--- config.mk ---
export PLATFORM = sky130hd
export DESIGN_NAME = calibrated_pitch_to_cv_interpolator_core
export DESIGN_NICKNAME = d
export VERILOG_FILES = /design/src/cpci_pkg.sv /design/src/cpci_freq_ram.sv /design/src/cpci_divider.sv /design/src/calibrated_pitch_to_cv_interpolator_core.sv
export VERILOG_INCLUDE_DIRS = /design/src /design/src/src
export SDC_FILE = /design/constraint.sdc
export NUM_CORES = 2
export LEC_CHECK = 0
export BUFFER_PORTS_ARGS = -buffer_cell sky130_fd_sc_hd__buf_2
export CORE_ASPECT_RATIO = 1.25
export CORE_UTILIZATION = 55
export CTS_CLUSTER_SIZE = 40
export DETAILED_ROUTE_END_ITERATION = 10
export GPL_TIMING_DRIVEN = 0
export PLACE_DENSITY = 0.71
export SLEW_MARGIN = 20
export SYNTH_ARGS = -nofsm -noshare
export SYNTH_HDL_FRONTEND = slang
export SYNTH_SLANG_ARGS = --single-unit
export TNS_END_PERCENT = 30
--- constraint.sdc ---
create_clock -name aclk -period 11.24 [get_ports aclk]
set_input_delay 0.562 -clock aclk [delete_from_list [all_inputs] [get_ports aclk]]
set_output_delay 0.562 -clock aclk [all_outputs]
set_load 0.01 [all_outputs]
--- src/calibrated_pitch_to_cv_interpolator_core_defines.svh ---
// Assertion macros shared by the pitch-to-CV interpolator RTL.
`ifndef CALIBRATED_PITCH_TO_CV_INTERPOLATOR_CORE_DEFINES_SVH
`define CALIBRATED_PITCH_TO_CV_INTERPOLATOR_CORE_DEFINES_SVH

// Same-cycle implication, disabled while reset is asserted.
`define CPCI_ASSERT_IMPL(label, clk, rstn, ante, cons, msg) \
    label: assert property (@(posedge clk) disable iff (!rstn) (ante) |-> (cons)) \
        else $error(msg);

// Next-cycle implication, disabled while reset is asserted.
`define CPCI_ASSERT_NEXT(label, clk, rstn, ante, cons, msg) \
    label: assert property (@(posedge clk) disable iff (!rstn) (ante) |=> (cons)) \
        else $error(msg);

`endif

--- src/cpci_pkg.sv ---
// Types, constants and the CV ROM of the pitch-to-CV interpolator.
package cpci_pkg;

    // Table geometry
    localparam int TABLE_POINTS = 40;
    localparam int IDX_W        = (TABLE_POINTS > 1) ? $clog2(TABLE_POINTS) : 1;
    localparam int CNT_W        = $clog2(TABLE_POINTS + 1);

    // Field and datapath widths
    localparam int HZ_W   = 24;
    localparam int CV_W   = 16;
    localparam int DX_W   = HZ_W + 1;        // signed frequency difference
    localparam int DY_W   = CV_W + 1;        // signed CV difference
    localparam int PROD_W = DX_W + DY_W;     // signed product dy * dx
    localparam int DEN_W  = HZ_W;            // magnitude of frequency difference
    localparam int QS_W   = CV_W + 1;        // quotient bits that can still fit
    localparam int SUM_W  = QS_W + 2;        // y1 +/- small quotient

    // CV ROM: -1.6 V to 5.0 V in signed Q3.12
    localparam int ROM_SIZE = 40;
    localparam logic signed [CV_W-1:0] CV_ROM [ROM_SIZE] = '{
        -16'sd6554, -16'sd5734, -16'sd5325, -16'sd4506, -16'sd3686,
        -16'sd3277, -16'sd2458, -16'sd1638, -16'sd819,  -16'sd410,
        16'sd410,   16'sd1229,  16'sd1638,  16'sd2458,  16'sd3277,
        16'sd3686,  16'sd4506,  16'sd5325,  16'sd5734,  16'sd6554,
        16'sd7373,  16'sd8192,  16'sd8602,  16'sd9421,  16'sd10240,
        16'sd10650, 16'sd11469, 16'sd12288, 16'sd12698, 16'sd13517,
        16'sd14336, 16'sd14746, 16'sd15565, 16'sd16384, 16'sd17203,
        16'sd17613, 16'sd18432, 16'sd19251, 16'sd19661, 16'sd20480
    };
    localparam logic signed [CV_W-1:0] CV_LOW = -16'sd6554;
    localparam logic signed [CV_W-1:0] CV_MAX = 16'sd32767;
    localparam logic signed [CV_W-1:0] CV_MIN = -16'sd32768;

    // Request codes
    typedef enum logic [1:0] {
        REQ_CAL   = 2'd0,
        REQ_QUERY = 2'd1,
        REQ_CLEAR = 2'd2
    } req_code_t;

    // Controller states
    typedef enum logic [2:0] {
        ST_IDLE,
        ST_SCAN,
        ST_MUL,
        ST_PREP,
        ST_DIV,
        ST_FIN
    } ctrl_state_t;

    // Channel payloads
    typedef struct packed {
        logic [1:0]      req_type;
        logic [HZ_W-1:0] value_hz;
        logic            record_on;
    } in_item_t;

    typedef struct packed {
        logic signed [CV_W-1:0] cv_out;
        logic                   table_complete_flag;
    } out_item_t;

    // Divider request and response
    typedef struct packed {
        logic              start;
        logic [PROD_W-1:0] dividend;
        logic [DEN_W-1:0]  divisor;
    } div_req_t;

    typedef struct packed {
        logic              done;
        logic [PROD_W-1:0] quotient;
    } div_rsp_t;

    // ROM lookup, clamped to the last entry
    function automatic logic signed [CV_W-1:0] rom_cv(input logic [IDX_W-1:0] idx);
        logic signed [CV_W-1:0] cv;
        if (int'(idx) >= ROM_SIZE) begin
            cv = CV_ROM[ROM_SIZE-1];
        end else begin
            cv = CV_ROM[idx];
        end
        return cv;
    endfunction

endpackage

--- src/cpci_freq_ram.sv ---
// Frequency table memory: one write port, one registered read port.
module cpci_freq_ram (
    input  logic                         aclk,
    input  logic                         wr_en,
    input  logic [cpci_pkg::IDX_W-1:0]   wr_addr,
    input  logic [cpci_pkg::HZ_W-1:0]    wr_data,
    input  logic [cpci_pkg::IDX_W-1:0]   rd_addr,
    output logic [cpci_pkg::HZ_W-1:0]    rd_data
);

    logic [cpci_pkg::HZ_W-1:0] mem [cpci_pkg::TABLE_POINTS];
    logic [cpci_pkg::HZ_W-1:0] rd_data_reg;

    // Write port
    always_ff @(posedge aclk) begin
        if (wr_en) begin
            mem[wr_addr] <= wr_data;
        end
    end

    // Read port, registered
    always_ff @(posedge aclk) begin
        rd_data_reg <= mem[rd_addr];
    end

    assign rd_data = rd_data_reg;

endmodule

--- src/cpci_divider.sv ---
// Restoring divider, one quotient bit per cycle.
module cpci_divider (
    input  logic                aclk,
    input  logic                aresetn,
    input  cpci_pkg::div_req_t  req,
    output cpci_pkg::div_rsp_t  rsp
);

    localparam int CNT_W = $clog2(cpci_pkg::PROD_W + 1);

    logic [cpci_pkg::DEN_W-1:0]  rem_reg, rem_next;
    logic [cpci_pkg::PROD_W-1:0] quo_reg, quo_next;
    logic [cpci_pkg::DEN_W-1:0]  dvs_reg, dvs_next;
    logic [CNT_W-1:0]            cnt_reg, cnt_next;
    logic                        busy_reg, busy_next;
    logic                        done_reg, done_next;
    logic [cpci_pkg::DEN_W:0]    shifted;
    logic                        fits;

    // One shift-subtract step
    always_comb begin
        shifted = {rem_reg, quo_reg[cpci_pkg::PROD_W-1]};
        fits    = shifted >= {1'b0, dvs_reg};
    end

    // Next-state logic; the remainder always stays below the divisor
    always_comb begin
        rem_next  = rem_reg;
        quo_next  = quo_reg;
        dvs_next  = dvs_reg;
        cnt_next  = cnt_reg;
        busy_next = busy_reg;
        done_next = 1'b0;
        if (req.start) begin
            rem_next  = '0;
            quo_next  = req.dividend;
            dvs_next  = req.divisor;
            cnt_next  = CNT_W'(cpci_pkg::PROD_W);
            busy_next = 1'b1;
        end else if (busy_reg) begin
            rem_next = fits ? cpci_pkg::DEN_W'(shifted - {1'b0, dvs_reg})
                            : shifted[cpci_pkg::DEN_W-1:0];
            quo_next = {quo_reg[cpci_pkg::PROD_W-2:0], fits};
            cnt_next = cnt_reg - CNT_W'(1);
            if (cnt_reg == CNT_W'(1)) begin
                busy_next = 1'b0;
                done_next = 1'b1;
            end
        end
    end

    always_ff @(posedge aclk) begin
        if (!aresetn) begin
            cnt_reg  <= '0;
            busy_reg <= 1'b0;
            done_reg <= 1'b0;
        end else begin
            cnt_reg  <= cnt_next;
            busy_reg <= busy_next;
            done_reg <= done_next;
        end
    end

    always_ff @(posedge aclk) begin
        rem_reg <= rem_next;
        quo_reg <= quo_next;
        dvs_reg <= dvs_next;
    end

    assign rsp.done     = done_reg;
    assign rsp.quotient = quo_reg;

endmodule

--- src/calibrated_pitch_to_cv_interpolator_core.sv ---
// Top level of the calibrated pitch-to-CV interpolator.
//
//  Channel | Ports                     | Carries
//  --------+---------------------------+------------------------------------------
//  input   | s_valid s_ready s_data    | request code, frequency Q16.8, record switch
//  result  | m_valid m_ready m_data    | CV Q3.12, table complete flag
//
// Calibration, clear, ignored and early queries: result registered at the accept edge.
// Query on a complete table, hit at entry k: the one-entry-per-cycle scan, then ST_MUL,
// ST_PREP, the restoring divider (42 steps) and ST_FIN, which registers the result once
// the output is free; entry 0 and flat segments go from the scan straight to ST_FIN.
// Reset (synchronous, aresetn low) clears count, complete flag and held CV, not the table.
// One transaction at a time; s_ready is low during a query and while a result waits.
`include "calibrated_pitch_to_cv_interpolator_core_defines.svh"

module calibrated_pitch_to_cv_interpolator_core (
    input  logic                 aclk,
    input  logic                 aresetn,
    input  logic                 s_valid,
    output logic                 s_ready,
    input  cpci_pkg::in_item_t   s_data,
    output logic                 m_valid,
    input  logic                 m_ready,
    output cpci_pkg::out_item_t  m_data
);

    localparam int IDX_W = cpci_pkg::IDX_W;
    localparam int CNT_W = cpci_pkg::CNT_W;
    localparam int HZ_W  = cpci_pkg::HZ_W;
    localparam int CV_W  = cpci_pkg::CV_W;

    // Control state
    cpci_pkg::ctrl_state_t  state_reg, state_next;
    logic [CNT_W-1:0]       points_recorded_reg, points_recorded_next;
    logic                   table_done_reg, table_done_next;
    logic signed [CV_W-1:0] held_cv_reg, held_cv_next;
    logic                   m_valid_reg, m_valid_next;
    cpci_pkg::out_item_t    m_data_reg, m_data_next;

    // Query datapath
    logic [HZ_W-1:0]                    target_reg, target_next;
    logic [IDX_W-1:0]                   scan_idx_reg, scan_idx_next;
    logic [HZ_W-1:0]                    prev_reg, prev_next;
    logic signed [CV_W-1:0]             y1_reg, y1_next;
    logic signed [cpci_pkg::DX_W-1:0]   dx_reg, dx_next;
    logic signed [cpci_pkg::DX_W-1:0]   den_reg, den_next;
    logic signed [cpci_pkg::DY_W-1:0]   dy_reg, dy_next;
    logic                               quick_reg, quick_next;
    logic signed [CV_W-1:0]             quick_cv_reg, quick_cv_next;
    logic signed [cpci_pkg::PROD_W-1:0] prod_reg, prod_next;
    logic                               neg_reg, neg_next;

    // Handshake and control
    logic             s_fire;
    logic             out_free;
    logic             scan_en;
    logic             fin_load;
    logic             div_start;
    logic [IDX_W-1:0] rd_addr;
    logic [HZ_W-1:0]  rd_data;

    // Accept-cycle decode
    logic                   clr;
    logic                   done_eff;
    logic [CNT_W-1:0]       pts_eff;
    logic signed [CV_W-1:0] held_eff;
    logic                   cal;
    logic                   full;
    logic                   go_query;
    logic [CNT_W-1:0]       cnt_inc;
    logic [IDX_W-1:0]       rom_next_idx;
    logic                   wr_en;

    // Scan compare
    logic                   scan_hit;
    logic signed [CV_W-1:0] y1_rom;
    logic signed [CV_W-1:0] y2_rom;

    // Divider setup and final result
    logic                         prod_neg;
    logic                         den_neg;
    logic [cpci_pkg::PROD_W-1:0]  mag;
    logic [cpci_pkg::DX_W-1:0]    den_abs;
    cpci_pkg::div_req_t           div_req;
    cpci_pkg::div_rsp_t           div_rsp;
    logic                         q_big;
    logic [cpci_pkg::SUM_W-1:0]   q_small;
    logic signed [cpci_pkg::SUM_W-1:0] sum;
    logic signed [CV_W-1:0]       interp_cv;
    logic signed [CV_W-1:0]       result_cv;

    assign s_fire   = s_valid && s_ready;
    assign out_free = !m_valid_reg || m_ready;

    // Frequency table
    cpci_freq_ram u_ram (
        .aclk    (aclk),
        .wr_en   (wr_en),
        .wr_addr (pts_eff[IDX_W-1:0]),
        .wr_data (s_data.value_hz),
        .rd_addr (rd_addr),
        .rd_data (rd_data)
    );

    // Divider
    cpci_divider u_div (
        .aclk    (aclk),
        .aresetn (aresetn),
        .req     (div_req),
        .rsp     (div_rsp)
    );

    // Decode of the accepted transaction: clear first, then record switch, then request
    always_comb begin
        clr      = s_data.req_type == cpci_pkg::REQ_CLEAR;
        done_eff = clr ? 1'b0 : table_done_reg;
        pts_eff  = clr ? '0 : points_recorded_reg;
        held_eff = (clr || (!s_data.record_on && !done_eff)) ? cpci_pkg::CV_LOW : held_cv_reg;
        cal      = (s_data.req_type == cpci_pkg::REQ_CAL) && s_data.record_on && !done_eff;
        full     = pts_eff == CNT_W'(cpci_pkg::TABLE_POINTS);
        go_query = (s_data.req_type == cpci_pkg::REQ_QUERY) && done_eff;
        cnt_inc  = pts_eff + CNT_W'(1);
        if (cnt_inc >= CNT_W'(cpci_pkg::TABLE_POINTS)) begin
            rom_next_idx = IDX_W'(cpci_pkg::TABLE_POINTS - 1);
        end else begin
            rom_next_idx = cnt_inc[IDX_W-1:0];
        end
        wr_en = s_fire && cal && !full;
    end

    // Scan compare: first entry at or above the target, else the last one
    always_comb begin
        scan_hit = (rd_data >= target_reg)
                   || (scan_idx_reg == IDX_W'(cpci_pkg::TABLE_POINTS - 1));
        y2_rom   = cpci_pkg::rom_cv(scan_idx_reg);
        y1_rom   = cpci_pkg::rom_cv(scan_idx_reg - IDX_W'(1));
    end

    // Divider operands: magnitudes with rounding offset
    always_comb begin
        prod_neg = prod_reg[cpci_pkg::PROD_W-1];
        den_neg  = den_reg[cpci_pkg::DX_W-1];
        mag      = prod_neg ? cpci_pkg::PROD_W'(-prod_reg) : cpci_pkg::PROD_W'(prod_reg);
        den_abs  = den_neg ? cpci_pkg::DX_W'(-den_reg) : cpci_pkg::DX_W'(den_reg);
        div_req.start    = div_start;
        div_req.divisor  = den_abs[cpci_pkg::DEN_W-1:0];
        div_req.dividend = mag + cpci_pkg::PROD_W'(den_abs[cpci_pkg::DEN_W-1:1]);
    end

    // Final sum with saturation
    always_comb begin
        q_big   = |div_rsp.quotient[cpci_pkg::PROD_W-1:cpci_pkg::QS_W];
        q_small = cpci_pkg::SUM_W'(div_rsp.quotient[cpci_pkg::QS_W-1:0]);
        if (neg_reg) begin
            sum = cpci_pkg::SUM_W'(y1_reg) - $signed(q_small);
        end else begin
            sum = cpci_pkg::SUM_W'(y1_reg) + $signed(q_small);
        end
        if (q_big) begin
            interp_cv = neg_reg ? cpci_pkg::CV_MIN : cpci_pkg::CV_MAX;
        end else if (sum > cpci_pkg::SUM_W'(cpci_pkg::CV_MAX)) begin
            interp_cv = cpci_pkg::CV_MAX;
        end else if (sum < cpci_pkg::SUM_W'(cpci_pkg::CV_MIN)) begin
            interp_cv = cpci_pkg::CV_MIN;
        end else begin
            interp_cv = sum[CV_W-1:0];
        end
        result_cv = quick_reg ? quick_cv_reg : interp_cv;
    end

    // Controller: next state
    always_comb begin
        state_next = state_reg;
        case (state_reg)
            cpci_pkg::ST_IDLE: begin
                if (s_fire && go_query) begin
                    state_next = cpci_pkg::ST_SCAN;
                end
            end
            cpci_pkg::ST_SCAN: begin
                if (scan_hit) begin
                    if ((scan_idx_reg == '0) || (rd_data == prev_reg)) begin
                        state_next = cpci_pkg::ST_FIN;
                    end else begin
                        state_next = cpci_pkg::ST_MUL;
                    end
                end
            end
            cpci_pkg::ST_MUL:  state_next = cpci_pkg::ST_PREP;
            cpci_pkg::ST_PREP: state_next = cpci_pkg::ST_DIV;
            cpci_pkg::ST_DIV: begin
                if (div_rsp.done) begin
                    state_next = cpci_pkg::ST_FIN;
                end
            end
            cpci_pkg::ST_FIN: begin
                if (out_free) begin
                    state_next = cpci_pkg::ST_IDLE;
                end
            end
            default: state_next = cpci_pkg::ST_IDLE;
        endcase
    end

    // Controller: outputs
    always_comb begin
        s_ready   = 1'b0;
        scan_en   = 1'b0;
        div_start = 1'b0;
        fin_load  = 1'b0;
        rd_addr   = '0;
        case (state_reg)
            cpci_pkg::ST_IDLE: s_ready = out_free;
            cpci_pkg::ST_SCAN: begin
                scan_en = 1'b1;
                if (scan_idx_reg == IDX_W'(cpci_pkg::TABLE_POINTS - 1)) begin
                    rd_addr = scan_idx_reg;
                end else begin
                    rd_addr = scan_idx_reg + IDX_W'(1);
                end
            end
            cpci_pkg::ST_MUL:  ;
            cpci_pkg::ST_PREP: div_start = 1'b1;
            cpci_pkg::ST_DIV:  ;
            cpci_pkg::ST_FIN:  fin_load = out_free;
            default: ;
        endcase
    end

    // Table state, held CV and result register
    always_comb begin
        points_recorded_next = points_recorded_reg;
        table_done_next      = table_done_reg;
        held_cv_next         = held_cv_reg;
        m_valid_next         = m_valid_reg && !m_ready;
        m_data_next          = m_data_reg;
        if (s_fire) begin
            table_done_next      = (cal && full) ? 1'b1 : done_eff;
            points_recorded_next = cal ? (full ? '0 : cnt_inc) : pts_eff;
            held_cv_next         = (cal && !full) ? cpci_pkg::rom_cv(rom_next_idx) : held_eff;
            if (!go_query) begin
                m_valid_next                    = 1'b1;
                m_data_next.cv_out              = held_cv_next;
                m_data_next.table_complete_flag = table_done_next;
            end
        end else if (fin_load) begin
            held_cv_next                    = result_cv;
            m_valid_next                    = 1'b1;
            m_data_next.cv_out              = result_cv;
            m_data_next.table_complete_flag = table_done_reg;
        end
    end

    // Query datapath registers
    always_comb begin
        target_next   = target_reg;
        scan_idx_next = scan_idx_reg;
        prev_next     = prev_reg;
        y1_next       = y1_reg;
        dx_next       = dx_reg;
        den_next      = den_reg;
        dy_next       = dy_reg;
        quick_next    = quick_reg;
        quick_cv_next = quick_cv_reg;
        prod_next     = prod_reg;
        neg_next      = neg_reg;
        if (s_fire) begin
            target_next   = s_data.value_hz;
            scan_idx_next = '0;
        end
        if (scan_en) begin
            if (scan_hit) begin
                y1_next       = y1_rom;
                dy_next       = cpci_pkg::DY_W'(y2_rom) - cpci_pkg::DY_W'(y1_rom);
                dx_next       = $signed({1'b0, target_reg}) - $signed({1'b0, prev_reg});
                den_next      = $signed({1'b0, rd_data}) - $signed({1'b0, prev_reg});
                quick_next    = (scan_idx_reg == '0) || (rd_data == prev_reg);
                quick_cv_next = (scan_idx_reg == '0) ? cpci_pkg::CV_LOW : y2_rom;
            end else begin
                prev_next     = rd_data;
                scan_idx_next = scan_idx_reg + IDX_W'(1);
            end
        end
        if (state_reg == cpci_pkg::ST_MUL) begin
            prod_next = cpci_pkg::PROD_W'(dy_reg) * cpci_pkg::PROD_W'(dx_reg);
        end
        if (div_start) begin
            neg_next = prod_neg ^ den_neg;
        end
    end

    always_ff @(posedge aclk) begin
        if (!aresetn) begin
            state_reg           <= cpci_pkg::ST_IDLE;
            points_recorded_reg <= '0;
            table_done_reg      <= 1'b0;
            held_cv_reg         <= cpci_pkg::CV_LOW;
            m_valid_reg         <= 1'b0;
        end else begin
            state_reg           <= state_next;
            points_recorded_reg <= points_recorded_next;
            table_done_reg      <= table_done_next;
            held_cv_reg         <= held_cv_next;
            m_valid_reg         <= m_valid_next;
        end
    end

    always_ff @(posedge aclk) begin
        m_data_reg   <= m_data_next;
        target_reg   <= target_next;
        scan_idx_reg <= scan_idx_next;
        prev_reg     <= prev_next;
        y1_reg       <= y1_next;
        dx_reg       <= dx_next;
        den_reg      <= den_next;
        dy_reg       <= dy_next;
        quick_reg    <= quick_next;
        quick_cv_reg <= quick_cv_next;
        prod_reg     <= prod_next;
        neg_reg      <= neg_next;
    end

    assign m_valid = m_valid_reg;
    assign m_data  = m_data_reg;

    // Checks
    `CPCI_ASSERT_IMPL(a_count_range, aclk, aresetn, 1'b1,
        points_recorded_reg <= CNT_W'(cpci_pkg::TABLE_POINTS), "point count above table size")
    `CPCI_ASSERT_NEXT(a_query_scans, aclk, aresetn,
        s_fire && (s_data.req_type == cpci_pkg::REQ_QUERY) && table_done_reg,
        state_reg == cpci_pkg::ST_SCAN, "query on complete table did not start scan")
    `CPCI_ASSERT_IMPL(a_done_source, aclk, aresetn, $rose(table_done_reg),
        $past(s_fire) && ($past(s_data.req_type) == cpci_pkg::REQ_CAL),
        "table marked complete without a calibration transaction")
    `CPCI_ASSERT_IMPL(a_div_owner, aclk, aresetn, div_rsp.done,
        state_reg == cpci_pkg::ST_DIV, "divider finished outside the divide state")

endmodule

======== After elaboration in Yosys (flattened, before gate mapping) ========
Memory sizes are Yosys's and may differ from the RTL's. A register that Yosys moved wholly into a read port is not among the register bits.
Index checks and enable logic that the tools add are counted.
storage, ports and cells
  word-level logic and storage cells ...... 168
  output and inout bits ................... 19
  RAM bits ................................ 960
  input bits .............................. 31
  memories kept ........................... 4
  bits in latches ......................... 0
  ROM bits ................................ 3072
  bits in registers ....................... 339
operators by class
  shift operators ......................... 0
  $lt $le $gt $ge ......................... 11
  add/sub/neg operators ................... 13
  eq/ne operators ......................... 16
  muxes and demuxes ....................... 59
  $mul .................................... 1
  reduce and logical (&&, ||, !) cells .... 32
  bitwise logic cells ..................... 7
  divide/modulo/power cells ............... 0
memory list
  name             depth  width  read ports  clocked after Yosys merged registers in  wr ports  RTL line             source
  (no name shown)  64     16     1           0                                        0         cpci_pkg.sv:82       cv = CV_ROM[idx];
  (no name shown)  64     16     1           0                                        0         cpci_pkg.sv:82
  (no name shown)  64     16     1           0                                        0         cpci_pkg.sv:82
  u_ram.mem        40     24     1           1                                        1         cpci_freq_ram.sv:11  logic [cpci_pkg::HZ_W-1:0] mem [cpci_pkg::TABLE_POINTS];
operators with widths
  cell                                                      number
  two-way mux 16 bit                                        18
  two-way mux 42 bit                                        3
  two-way mux 6 bit                                         11
  two-way mux 17 bit                                        3
  subtractor 24 x 24 -> 25 bit                              2
  two-way mux 24 bit                                        2
  adder 42 x 23 -> 42 bit                                   1
  multiplier 17 x 25 -> 42 bit                              1
  negator 42 bit                                            1
  greater-or-equal comparator 25 x 24 -> 1 bit              1
  OR reduction 25 bit                                       1
  equality test 24 bit                                      1
  greater-or-equal comparator 24 bit                        1
  greater-or-equal comparator 6 bit, second input constant  4
  negator 24 bit                                            1
  subtractor 24 bit                                         1
  greater-or-equal comparator 7 bit, second input constant  3
  NOT 6 -> 7 bit                                            3
  adder 16 x 18 -> 19 bit                                   1
  > comparator 19 x 16 -> 1 bit, second input constant      1
  < comparator 19 x 16 -> 1 bit, second input constant      1
  two-way mux 19 bit                                        1
  subtractor 16 x 18 -> 19 bit                              1
  one-hot mux 3 bit (6 select lines)                        1
  27 further kinds                                          75

======== Logic depth before layout (Yosys ltp) ========
  depth after elaboration ................. 13
  mapped depth ............................ 25
  mapped depth without buffers ............ 24

======== Hierarchy ========
From an unflattened synthesis, not the netlist that was laid out.
unflattened totals
  cells, all modules ...................... 6064
  area, all modules ....................... 76348.2 µm²
modules (own cells, without submodules)
  module                                    seq. area each (µm²)  area an instance (µm²)  cells each  instances
  cpci_freq_ram                             29308.1               38162.9                 1943        1
  calibrated_pitch_to_cv_interpolator_core  6606.3                32960.4                 3651        1
  cpci_divider                              2622.5                5225.0                  470         1

======== Least setup slack after synthesis ========
OpenSTA, ideal clock, no wires.
  path type ............................... reg-to-reg
  start ................................... reg dx_reg[14] (netlist name)
  end ..................................... reg prod_reg[40] (netlist name), data pin
  clock period less this slack ............ 7055 ps
  data arrival time ....................... 6776 ps
  cell stages (with the launch flop) ...... 25
  path buffers ............................ 2
  required time ........................... 10961 ps
  setup time .............................. 279 ps
  setup slack ............................. 4185 ps
  cell sequence ........................... edfxtp_1 > clkbuf_1 > nand2_1 > fa_1 > inv_1 > fa_1 > inv_1 > fa_1 > inv_1 > fa_1 > fa_1 > inv_1 > fa_1 > inv_1 > ha_1 > clkbuf_1 > a21oi_1 > nor3b_1 > or4bb_1 > a32oi_1 > nand4_1 > and2_1 > a2111oi_0 > nor4b_1 > or4b_2
between the ends
  word-level cells in the longest chain between the ends .. 1
ends and longest elaborated chain
  item                          RTL line                                         source
  from (decl)                   calibrated_pitch_to_cv_interpolator_core.sv:45   logic signed [cpci_pkg::DX_W-1:0] dx_reg, dx_next;
  from (signal assigned)        calibrated_pitch_to_cv_interpolator_core.sv:314  dx_reg <= dx_next;
  multiplier 17 x 25 -> 42 bit  calibrated_pitch_to_cv_interpolator_core.sv:285  prod_next = cpci_pkg::PROD_W'(dy_reg) * cpci_pkg::PROD_W'(dx_reg);
  to (signal assigned)          calibrated_pitch_to_cv_interpolator_core.sv:319  prod_reg <= prod_next;
  to (decl)                     calibrated_pitch_to_cv_interpolator_core.sv:50   logic signed [cpci_pkg::PROD_W-1:0] prod_reg, prod_next;
Every way passes these cells.
A chain may end at the register's enable or synchronous reset.

======== Worst setup path after layout ========
  start ................................... reg dy_reg[9] (netlist name)
  end ..................................... reg prod_reg[40] (netlist name), data pin
between the ends
  word-level cells in the longest chain between the ends .. 1
ends and longest elaborated chain
  item                          RTL line                                         source
  from (decl)                   calibrated_pitch_to_cv_interpolator_core.sv:47   logic signed [cpci_pkg::DY_W-1:0] dy_reg, dy_next;
  from (signal assigned)        calibrated_pitch_to_cv_interpolator_core.sv:316  dy_reg <= dy_next;
  multiplier 17 x 25 -> 42 bit  calibrated_pitch_to_cv_interpolator_core.sv:285
Every way passes these cells.

==> flow_summary.toml <==
[clock_network]
cts_buffers = 133
htree_levels = 4
cts.root.buffer_cell = "clkbuf_16"
ctsResizeCount = 0
cts.sink_count = 1313
cts_hold_buffers = 0
cts_tree = "yes"
clk_path_buf_depth = 3
clk_latency_ns = 0.80
clk_pin_slew_worst_paths_ns = 0.06
postCtsSetupBuffers = 0

[critical_path]
cp.required_ns = 11.71
reg2reg_from = "dy_reg[9]$_DFFE_PP_"
end_kind = "flop"
crit_arrival_ns = 9.56
rr_worst_depth = 23
criticalPathCategory = "reg2reg"
critPathLaunch = "dy_reg[9]$_DFFE_PP_"
reg2reg_slack_ns = 2.15
cp-endpoint = "prod_reg[40]$_DFFE_PP_"
r2r-end = "prod_reg[40]$_DFFE_PP_"
crit_path_max_fanout = 10
cp-start-kind = "flop"

[synth]
syn-num-nets = 8013
ys_seq_area_frac = 0.502
synth.avg_cell_area_sq_um = 10.5
synthCells = 7286
synth-edff-count = 1224
synth_seq_cells = 1313
ys_warn_count = 0
syn-cell-area_sq_mm = 0.0767
synth_flop_cell = "edfxtp_1"
synth_async_sr_flop_share = 0
ys_types = 85

[drt]
wirelength_microns = 231000
via_per_inst = 6.00
drtPass1Iterations = 6
drc_errors = 0
wl_per_cell_microns = 24.4
detail_route.iter0.violations = 5365
postRouteAntennaNets = 0
num_vias = 56700

[sta]
finalSetupViolCount = 0
tns_ns = 0
rsz0062_at_grt = "false"
drv_slew = 0
fmax_ghz = 0.110
period_needed_ns = 9.09
hold_violations = 0
period_share = 0.809
worst_slack_ns = 2.15
relSlewSlack = 0.166
finClkSkew_ns = 0.0572
tightest_slew_ns = 1.25

[global_route]
grt_pass1_wl_microns = 344000
grtUsageTotal = 0.331
antenna_found_initial = 3
grt_pass1_vias = 56700
globalRoute.totalOverflow = 0
grt_max_degree = 42

[floorplanning]
initial_utilization = 0.557
top_level_ports = 50
rows = 152
die_h_microns = 420
dieArea_sq_mm = 0.141
fp.dieW_microns = 336
core_sq_mm = 0.138

[flow_run]
maxCapViolations = 0

[power]
power_per_cell_area_mw_per_mm2 = 119
ir_worst_vdd_mv = 0.191
power.leakage_nw = 32.6
p_total_w = 0.0101

[layout]
multi_input_area_sq_mm = 0.0349
nFillCells = 11100
final-seq-area_sq_mm = 0.0385
largest_reg_flops = 960
nNetsFinal = 8224
syn2layout_area_growth_pct = 9.93
drive_gt1_frac = 0.0478
fin_area_sq_mm = 0.0844

[placement]
place_ws_ns = 2.35
gp_congestion = 1.01
placed_area_sq_mm = 0.0801
hpwl_microns = 169000
port_buffers = 49

[run_status]
outcome = "finished clean"

[hold_path]
hold_class = "in2reg"
-- area by class of cell --
type	instances	share of cell area
repair buffers	76	0.00860
flip-flops and latches	1313	0.457
multi-input cells	4993	0.413
clock buffers	164	0.0412
inverters	611	0.0272
plain buffers	369	0.0165
clock inverters	75	0.00896
diodes	1	0.0000297
well taps	1848	0.0274
-- power by group --
part	internal, W	total [W]	leakage, nW	switching, W
Clock	0.00234	0.00431	2.04	0.00197
Combinational	0.000122	0.000380	18.8	0.000259
Sequential	0.00536	0.00538	11.8	0.0000209
Total	0.00782	0.0101	32.6	0.00225
-- cells in the mapped netlist, types with 26 or more instances --
library cell | n | area share
a211oi_1 | 40 | 0.0039
a21o_1 | 56 | 0.0055
a21oi_1 | 214 | 0.014
a311oi_1 | 31 | 0.0035
a31oi_1 | 27 | 0.0022
and2_1 | 204 | 0.017
and3_1 | 70 | 0.0057
clkbuf_1 | 353 | 0.017
dfxtp_1 | 89 | 0.023
edfxtp_1 | 1224 | 0.48
fa_1 | 422 | 0.11
ha_1 | 274 | 0.045
inv_1 | 608 | 0.030
mux2i_1 | 29 | 0.0038
nand2_1 | 1464 | 0.072
nand2b_1 | 49 | 0.0040
nand3_1 | 762 | 0.050
nand4_1 | 30 | 0.0024
nor2_1 | 284 | 0.014
nor2b_1 | 26 | 0.0021
nor3_1 | 72 | 0.0047
o211ai_1 | 78 | 0.0076
o21a_1 | 29 | 0.0028
o21ai_0 | 227 | 0.015
o21bai_1 | 28 | 0.0027
o31ai_1 | 26 | 0.0025
or3_1 | 30 | 0.0024
xnor2_1 | 184 | 0.021
xor2_1 | 73 | 0.0083
-- worst min-delay path by stage --
stage | startpoint | endpoint | cells past startpoint
5_1_grt | s_data[26] | m_data[0]$_DFFE_PP_ | 2
3_5_place_dp | u_ram.rd_data[0]$_DFF_P_ | prev_reg[0]$_DFFE_PP_ | 0
4_1_cts | s_data[26] | m_data[0]$_DFFE_PP_ | 2
2_1_floorplan | u_ram.rd_data[0]$_DFF_P_ | prev_reg[0]$_DFFE_PP_ | 0
6_report | s_data[26] | m_data[0]$_DFFE_PP_ | 2
3_3_place_gp | held_cv_reg[12]$_SDFFE_PN0P_ | held_cv_reg[12]$_SDFFE_PN0P_ | 2
-- kinds of logic after synthesis --
logic type	after synthesis	share of synthesized area
AOI/OAI and AO/OA	920	0.0787
xor gates and xnor gates	257	0.0293
adders and majority gates	696	0.155
buffers and inverters	980	0.0480
DFF	1313	0.502
muxes	35	0.00481
and+or+nand+nor	3085	0.182
-- placed cells by master, fill, tap and decap left out, types with 27 or more instances in the layout --
cell,Yosys,layout
a31oi_1,27,27
and3_1,70,70
or3_1,30,30
o21bai_1,28,28
and2_1,204,204
o21a_1,29,29
inv_1,608,608
xor2_1,73,73
nand4_1,30,30
nor3_1,72,69
o21ai_0,227,227
nand2_1,1464,1463
xnor2_1,184,184
a21oi_1,214,213
a21o_1,56,56
nand3_1,762,761
ha_1,274,274
nand2b_1,49,49
a311oi_1,31,31
a211oi_1,40,40
edfxtp_1,1224,1224
mux2i_1,29,29
dfxtp_1,89,89
clkbuf_1,353,379
nor2_4,0,41
nor2_1,284,240
o211ai_1,78,78
clkinv_1,3,27
fa_1,422,422
clkbuf_16,0,133
buf_2,4,40
-- worst max-delay path, cell delays in order (launching register included) --
cell and delay, ns:
edfxtp_1 0.31, clkbuf_1 0.57, clkbuf_1 0.60, nand2_1 0.17, fa_1 0.56, inv_1 0.06, fa_1 0.49, fa_1 0.52
fa_1 0.43, fa_1 0.53, inv_1 0.05, fa_1 0.48, inv_1 0.05, ha_1 0.26, clkbuf_1 0.18, a21oi_1 0.25
nor3b_1 0.10, or4bb_1 0.53, a32oi_1 0.33, nand4_1 0.29, and2_1 0.31, a2111oi_0 0.77, nor4b_1 0.12, or4b_2 0.84
-- layer usage --
metal / global-route usage / vias to the layer above / part of all wire
li1: - / 25700 / -
met1: 0.393 / 27900 / 0.36
met2: 0.564 / 2480 / 0.49
met3: 0.0463 / 648 / 0.070
met4: 0.215 / 4 / 0.073
met5: 0 / - / 0.000074
-- metrics by stage --
step           hold WS, ns  utilization  std cells
2_1_floorplan        0.408            -       7286
3_3_place_gp         0.452        0.575       9183
3_5_place_dp         0.461        0.581       9210
4_1_cts              0.131        0.612       9449
5_1_grt              0.179        0.612       9449
6_report             0.181        0.612       9450
Note: power is estimated with default switching activity, not from simulation.
